File: src/rtl/secretion_uptake_implicit_update_macros.svh
// ----------------------------------------------------------------------------
// secretion/uptake implicit update: assertion macros
// shared concurrent assertion forms, clocked on clk, quiet in reset
// ----------------------------------------------------------------------------
`ifndef SECRETION_UPTAKE_IMPLICIT_UPDATE_MACROS_SVH
`define SECRETION_UPTAKE_IMPLICIT_UPDATE_MACROS_SVH

// same-cycle implication
`define SUIU_ASSERT_IMP(label, ante, cons) \
    label: assert property (@(posedge clk) disable iff (!rst_n) (ante) |-> (cons)) \
        else $error("suiu assertion failed");

// next-cycle implication
`define SUIU_ASSERT_NXT(label, ante, cons) \
    label: assert property (@(posedge clk) disable iff (!rst_n) (ante) |=> (cons)) \
        else $error("suiu assertion failed");

`endif

File: src/rtl/suiu_pkg.sv
// ----------------------------------------------------------------------------
// suiu_pkg
// types, constants and division step functions of the implicit update
// ----------------------------------------------------------------------------
package suiu_pkg;

    localparam int KQ_W        = 48;
    localparam int KDIV_SPS    = 4;
    localparam int KDIV_STAGES = KQ_W / KDIV_SPS;
    localparam int P_STEPS     = 33;
    localparam int E_STEPS     = 32;
    localparam int LATENCY     = 1 + KDIV_STAGES + 4 + P_STEPS + 2;

    localparam logic REG_TIME_STEP      = 1'b0;
    localparam logic REG_TRACK_INTERNAL = 1'b1;

    localparam logic [31:0]        TIME_STEP_RESET = 32'd655;
    localparam logic [KQ_W-1:0]    K_MAX           = '1;
    localparam logic [65:0]        DEN_ONE         = 66'h1_0000_0000;
    localparam logic [32:0]        QE_SAT          = 33'h1_0000_0000;
    localparam logic signed [58:0] ACC_MAX         = 59'sh0_7FFF_FFFF_FFFF;
    localparam logic signed [58:0] ACC_MIN         = -59'sh0_7FFF_FFFF_FFFF - 59'sd1;

    typedef struct packed {
        logic [31:0]        density;
        logic [31:0]        secretion_rate;
        logic [31:0]        saturation_density;
        logic [31:0]        uptake_rate;
        logic signed [31:0] export_rate;
        logic signed [47:0] internal_amount;
        logic [31:0]        cell_volume;
        logic [31:0]        voxel_volume;
        logic               agent_active;
    } req_t;

    typedef struct packed {
        logic [31:0]        rho;
        logic [31:0]        s;
        logic [31:0]        t;
        logic [31:0]        u;
        logic signed [47:0] internal;
        logic [31:0]        vv;
        logic [62:0]        emag;
        logic               e_neg;
        logic               active;
    } item_t;

    // one restoring step, returns {quotient bit, remainder}
    function automatic logic [32:0] kdiv_step(input logic [31:0] rem, input logic dbit,
                                              input logic [31:0] dv);
        logic [32:0] tr;
        logic [32:0] df;
        tr = {rem, dbit};
        df = tr - {1'b0, dv};
        if (tr >= {1'b0, dv})
            kdiv_step = {1'b1, df[31:0]};
        else
            kdiv_step = {1'b0, tr[31:0]};
    endfunction

    function automatic logic [66:0] pdiv_step(input logic [65:0] rem, input logic dbit,
                                              input logic [65:0] dv);
        logic [66:0] tr;
        logic [66:0] df;
        tr = {rem, dbit};
        df = tr - {1'b0, dv};
        if (tr >= {1'b0, dv})
            pdiv_step = {1'b1, df[65:0]};
        else
            pdiv_step = {1'b0, tr[65:0]};
    endfunction

    function automatic logic [40:0] ediv_step(input logic [39:0] rem, input logic dbit,
                                              input logic [39:0] dv);
        logic [40:0] tr;
        logic [40:0] df;
        tr = {rem, dbit};
        df = tr - {1'b0, dv};
        if (tr >= {1'b0, dv})
            ediv_step = {1'b1, df[39:0]};
        else
            ediv_step = {1'b0, tr[39:0]};
    endfunction

endpackage

File: src/rtl/suiu_post.sv
// ----------------------------------------------------------------------------
// suiu_post
// adds the export term, forms the internal amount change and saturates
// ----------------------------------------------------------------------------
module suiu_post (
    input  logic               clk,
    input  logic               rst_n,
    input  logic               in_valid,
    input  logic [32:0]        pq,
    input  logic [32:0]        qe,
    input  suiu_pkg::item_t    in_item,
    input  logic               track,
    output logic               done,
    output logic [31:0]        new_density,
    output logic signed [47:0] new_internal_amount
);

    logic               p1_valid_reg;
    logic [31:0]        dens_reg;
    logic [63:0]        dprod_reg;
    logic               dneg_reg;
    suiu_pkg::item_t    p1_item_reg;

    logic [31:0]        pq32;
    logic signed [34:0] ds;
    logic [31:0]        dens_next;
    logic               dneg_next;
    logic [31:0]        dabs;

    always_comb
    begin
        pq32 = pq[32] ? 32'hFFFF_FFFF : pq[31:0];
        if (in_item.e_neg)
            ds = $signed({3'b000, pq32}) - $signed({2'b00, qe});
        else
            ds = $signed({3'b000, pq32}) + $signed({2'b00, qe});
        if (ds < 35'sd0)
            dens_next = 32'd0;
        else if (ds > $signed({3'b000, 32'hFFFF_FFFF}))
            dens_next = 32'hFFFF_FFFF;
        else
            dens_next = ds[31:0];
        dneg_next = (pq32 < in_item.rho);
        dabs      = dneg_next ? (in_item.rho - pq32) : (pq32 - in_item.rho);
    end

    always_ff @(posedge clk or negedge rst_n)
    begin
        if (!rst_n)
            p1_valid_reg <= 1'b0;
        else
            p1_valid_reg <= in_valid;
    end

    always_ff @(posedge clk)
    begin
        dens_reg    <= dens_next;
        dprod_reg   <= {32'd0, in_item.vv} * {32'd0, dabs};
        dneg_reg    <= dneg_next;
        p1_item_reg <= in_item;
    end

    logic signed [58:0] base;
    logic signed [58:0] dterm;
    logic signed [58:0] eterm;
    logic signed [58:0] acc;
    logic signed [47:0] isat;

    always_comb
    begin
        base  = $signed({{11{p1_item_reg.internal[47]}}, p1_item_reg.internal});
        dterm = $signed({3'd0, dprod_reg[63:8]});
        eterm = $signed({12'd0, p1_item_reg.emag[62:16]});
        acc   = base + (dneg_reg ? dterm : -dterm) + (p1_item_reg.e_neg ? eterm : -eterm);
        if (acc > suiu_pkg::ACC_MAX)
            isat = suiu_pkg::ACC_MAX[47:0];
        else if (acc < suiu_pkg::ACC_MIN)
            isat = suiu_pkg::ACC_MIN[47:0];
        else
            isat = acc[47:0];
    end

    logic               done_reg;
    logic [31:0]        new_density_reg;
    logic signed [47:0] new_internal_reg;

    always_ff @(posedge clk or negedge rst_n)
    begin
        if (!rst_n)
            done_reg <= 1'b0;
        else
            done_reg <= p1_valid_reg;
    end

    always_ff @(posedge clk)
    begin
        new_density_reg  <= p1_item_reg.active ? dens_reg : p1_item_reg.rho;
        new_internal_reg <= (p1_item_reg.active && track) ? isat : p1_item_reg.internal;
    end

    assign done                = done_reg;
    assign new_density         = new_density_reg;
    assign new_internal_amount = new_internal_reg;

endmodule

File: config.mk
export PLATFORM = sky130hd
export DESIGN_NAME = suiu_post
export DESIGN_NICKNAME = d
export VERILOG_FILES = /design/src/rtl/secretion_uptake_implicit_update_macros.svh /design/src/rtl/suiu_pkg.sv /design/src/rtl/suiu_post.sv
export SDC_FILE = /design/constraint.sdc
export NUM_CORES = 2
export LEC_CHECK = 0
export ABC_AREA = 1
export BUFFER_PORTS_ARGS = -buffer_cell sky130_fd_sc_hd__buf_2
export CAP_MARGIN = 40
export CORE_MARGIN = 5
export CORE_UTILIZATION = 35
export CTS_CLUSTER_SIZE = 14
export DETAILED_ROUTE_END_ITERATION = 12
export PLACE_DENSITY_LB_ADDON = 0.05
export SYNTH_ARGS = -nofsm -noshare
export SYNTH_HDL_FRONTEND = slang
export SYNTH_SLANG_ARGS = --single-unit
File: constraint.sdc
create_clock -name clk -period 10.15 [get_ports clk]
set_clock_uncertainty 0.1 [all_clocks]
set_input_delay 1.5225 -clock clk [delete_from_list [all_inputs] [get_ports clk]]
set_output_delay 1.5225 -clock clk [all_outputs]
set_load 0.005 [all_outputs]
==> flow_summary.json <==
{
  "netlist_area_um2": 57100,
  "num_rows": 148,
  "cts_made_buffers": 39,
  "status": "completed",
  "whs_ps": 256,
  "worstSkewPairLatency_ps": 640,
  "clk_path_buf_depth": 3,
  "htree_levels": 2,
  "path_max_fanout": 10,
  "hpwlAfterDp_mm": 200,
  "final_common_cell": "inv_1",
  "fin_area_um2": 70200,
  "antenna_found_initial": 2,
  "syn_nets": 9329,
  "placed_area_um2": 67700,
  "synth_edf_count": 0,
  "crit_top_cell": "fa_1",
  "synth_ff_type": "dfxtp_1",
  "cp-start-kind": "input pin",
  "slowest_stage": "fa_1",
  "rsz0062_at_grt": "true",
  "synth_cells": 7582,
  "worstPathRequired_ps": 10580,
  "worst_slew_pin_slew_ps": 902,
  "grt_pass1_vias": 54596,
  "path_buf_inv": 15,
  "drt_first_pass_iters": 6,
  "finalMaxSlewViolations": 0,
  "hold_class": "flop to flop",
  "relSlewSlack_pct": 39.8,
  "cpPeakStageDelay_ps": 540,
  "gp_congestion": 0.951,
  "layout_common_cells": "inv_1, nand2_1, nor2_1",
  "tns_ps": 0,
  "dieHeight_um": 414,
  "grtUsageTotal_pct": 26.7,
  "wl_per_cell_um": 21.2,
  "routed_wl_mm": 229,
  "finalHoldViolCount": 0,
  "die_w_um": 414,
  "synth-seq-area-share_pct": 10.5,
  "area_growth_pct": 23.0,
  "utilization_pct": 43.2,
  "viasPerCell": 4.78,
  "drc": 0,
  "grt_max_degree": 48,
  "largest_register_ffs": 56,
  "start_util_pct": 35.2,
  "ys_seq_elements": 300,
  "drv_cap": 0,
  "post-route-min-period_ps": 9830,
  "core_area_um2": 162000,
  "io_pins": 424,
  "arrival_ps": 10250,
  "grt.overflow.total": 0,
  "numClockSinks": 300,
  "grt_pass1_wl_mm": 341,
  "syn_avg_cell_area_um2": 7.53,
  "setup_violations": 0,
  "die-area_um2": 171000,
  "ctsHoldBuffers": 0,
  "nFillCells": 17173,
  "clockRootBuffer": "clkbuf_16",
  "nets": 10332,
  "drive_above_1_share_pct": 19.7,
  "async_reset_ff_share_pct": 0.667,
  "synthDistinctLibCells": 72,
  "cpLargestDelayFamily": "adder cells",
  "port_buffers": 311,
  "finalCritPeriodShare_pct": 96.8,
  "ant_nets": 0,
  "crit_path_end_kind": "flop",
  "ys.warnings.count": 0,
  "drtIter0Drc": 2934,
  "max_freq_mhz": 102,
  "num_vias": 51610,
  "worst-setup-path-type": "input pin to flop",
  "cts_tree": "built",
  "clk_pin_slew_worst_paths_ps": 60
}
## logic make-up (layout without fill, tap and decap cells)
group           Yosys count  count (layout)  share of synthesized area (%)
simple gates           2772            2772                           19.4
buf+inv                1971            3004                           13.4
fa+ha+maj              1404            1404                           43.4
compound gates          835             835                           8.54
flops                   300             300                           10.5
xor+xnor                262             262                           4.05
mux                      38              38                          0.736
other cells               0               1                              0
## worst paths after layout
check	startpoint	end	slack, ps	cells after the start
max	pq[32]	dprod_reg[56]$_DFF_P_	320	43
min	p1_valid_reg$_DFF_PN0_	done$_DFF_PN0_	260	0
max reg2reg	eterm[2]$_DFF_P_	new_internal_amount[1]$_DFF_P_	3120	31
min reg2reg	p1_valid_reg$_DFF_PN0_	done$_DFF_PN0_	260	0
max in group asynchronous	rst_n	p1_valid_reg$_DFF_PN0_	9290	1
min in group asynchronous	rst_n	done$_DFF_PN0_	570	1
## area by class of cell
| type | count | area (µm²) | area share (%) |
|---|---|---|---|
| multi-input cells | 5311 | 44500 | 63.4 |
| inverters | 1728 | 6530 | 9.29 |
| clock inverters | 17 | 166 | 0.237 |
| clock buffers | 54 | 1110 | 1.58 |
| diodes | 1 | 2.50 | 0.00356 |
| well taps | 2175 | 2720 | 3.87 |
| repair buffers | 1205 | 9170 | 13.0 |
| flip-flops and latches | 300 | 6020 | 8.57 |
## synthesized netlist by cell type (33+ instances only)
| master | number | area share, % |
|---|---|---|
| xnor2_1 | 65 | 1.0 |
| fa_1 | 958 | 34 |
| o21ai_1 | 35 | 0.31 |
| nor3_1 | 61 | 0.53 |
| ha_1 | 446 | 9.8 |
| dfxtp_1 | 298 | 10 |
| inv_1 | 1648 | 11 |
| a21oi_1 | 374 | 3.3 |
| nand3_1 | 141 | 1.2 |
| clkbuf_1 | 137 | 0.90 |
| nand2_2 | 33 | 0.36 |
| a21oi_2 | 41 | 0.63 |
| nor2_1 | 1184 | 7.8 |
| nand2_1 | 1250 | 8.2 |
| buf_2 | 86 | 0.75 |
| inv_2 | 67 | 0.44 |
| o21ai_0 | 196 | 1.7 |
| xor2_1 | 195 | 3.0 |
## routing by layer
layer / up-vias / track usage [%] / share of wire (%) / wire length [µm]
li1: 24670 / - / - / -
met1: 25334 / 33.4 / 42 / 95900
met2: 1326 / 48.5 / 50 / 115000
met3: 280 / 2.98 / 4.5 / 10400
met4: 0 / 7.83 / 3.6 / 8260
met5: - / 0 / 0 / 0
## through the flow
stage / std cells / setup slack [ps]
6_report: 10791 / 322
5_1_grt: 10791 / -27.1
4_1_cts: 10774 / -12.6
3_5_place_dp: 10700 / -1040
3_3_place_gp: 10695 / -1040
2_1_floorplan: 7582 / 188
## timing repair
| item | 4_1_cts | 5_1_grt |
|---|---|---|
| gates cloned | 0 | 2 |
| endpoints found under the setup margin | 32 | 44 |
| setup buffers | 3 | 14 |
| pin swaps | 2 | 44 |
| hold endpoints to repair | 0 | 0 |
| gates resized for setup | 39 | 227 |
Power is not shown: default switching activity piles up to over one toggle a cycle in this logic, so the estimate is an artifact.
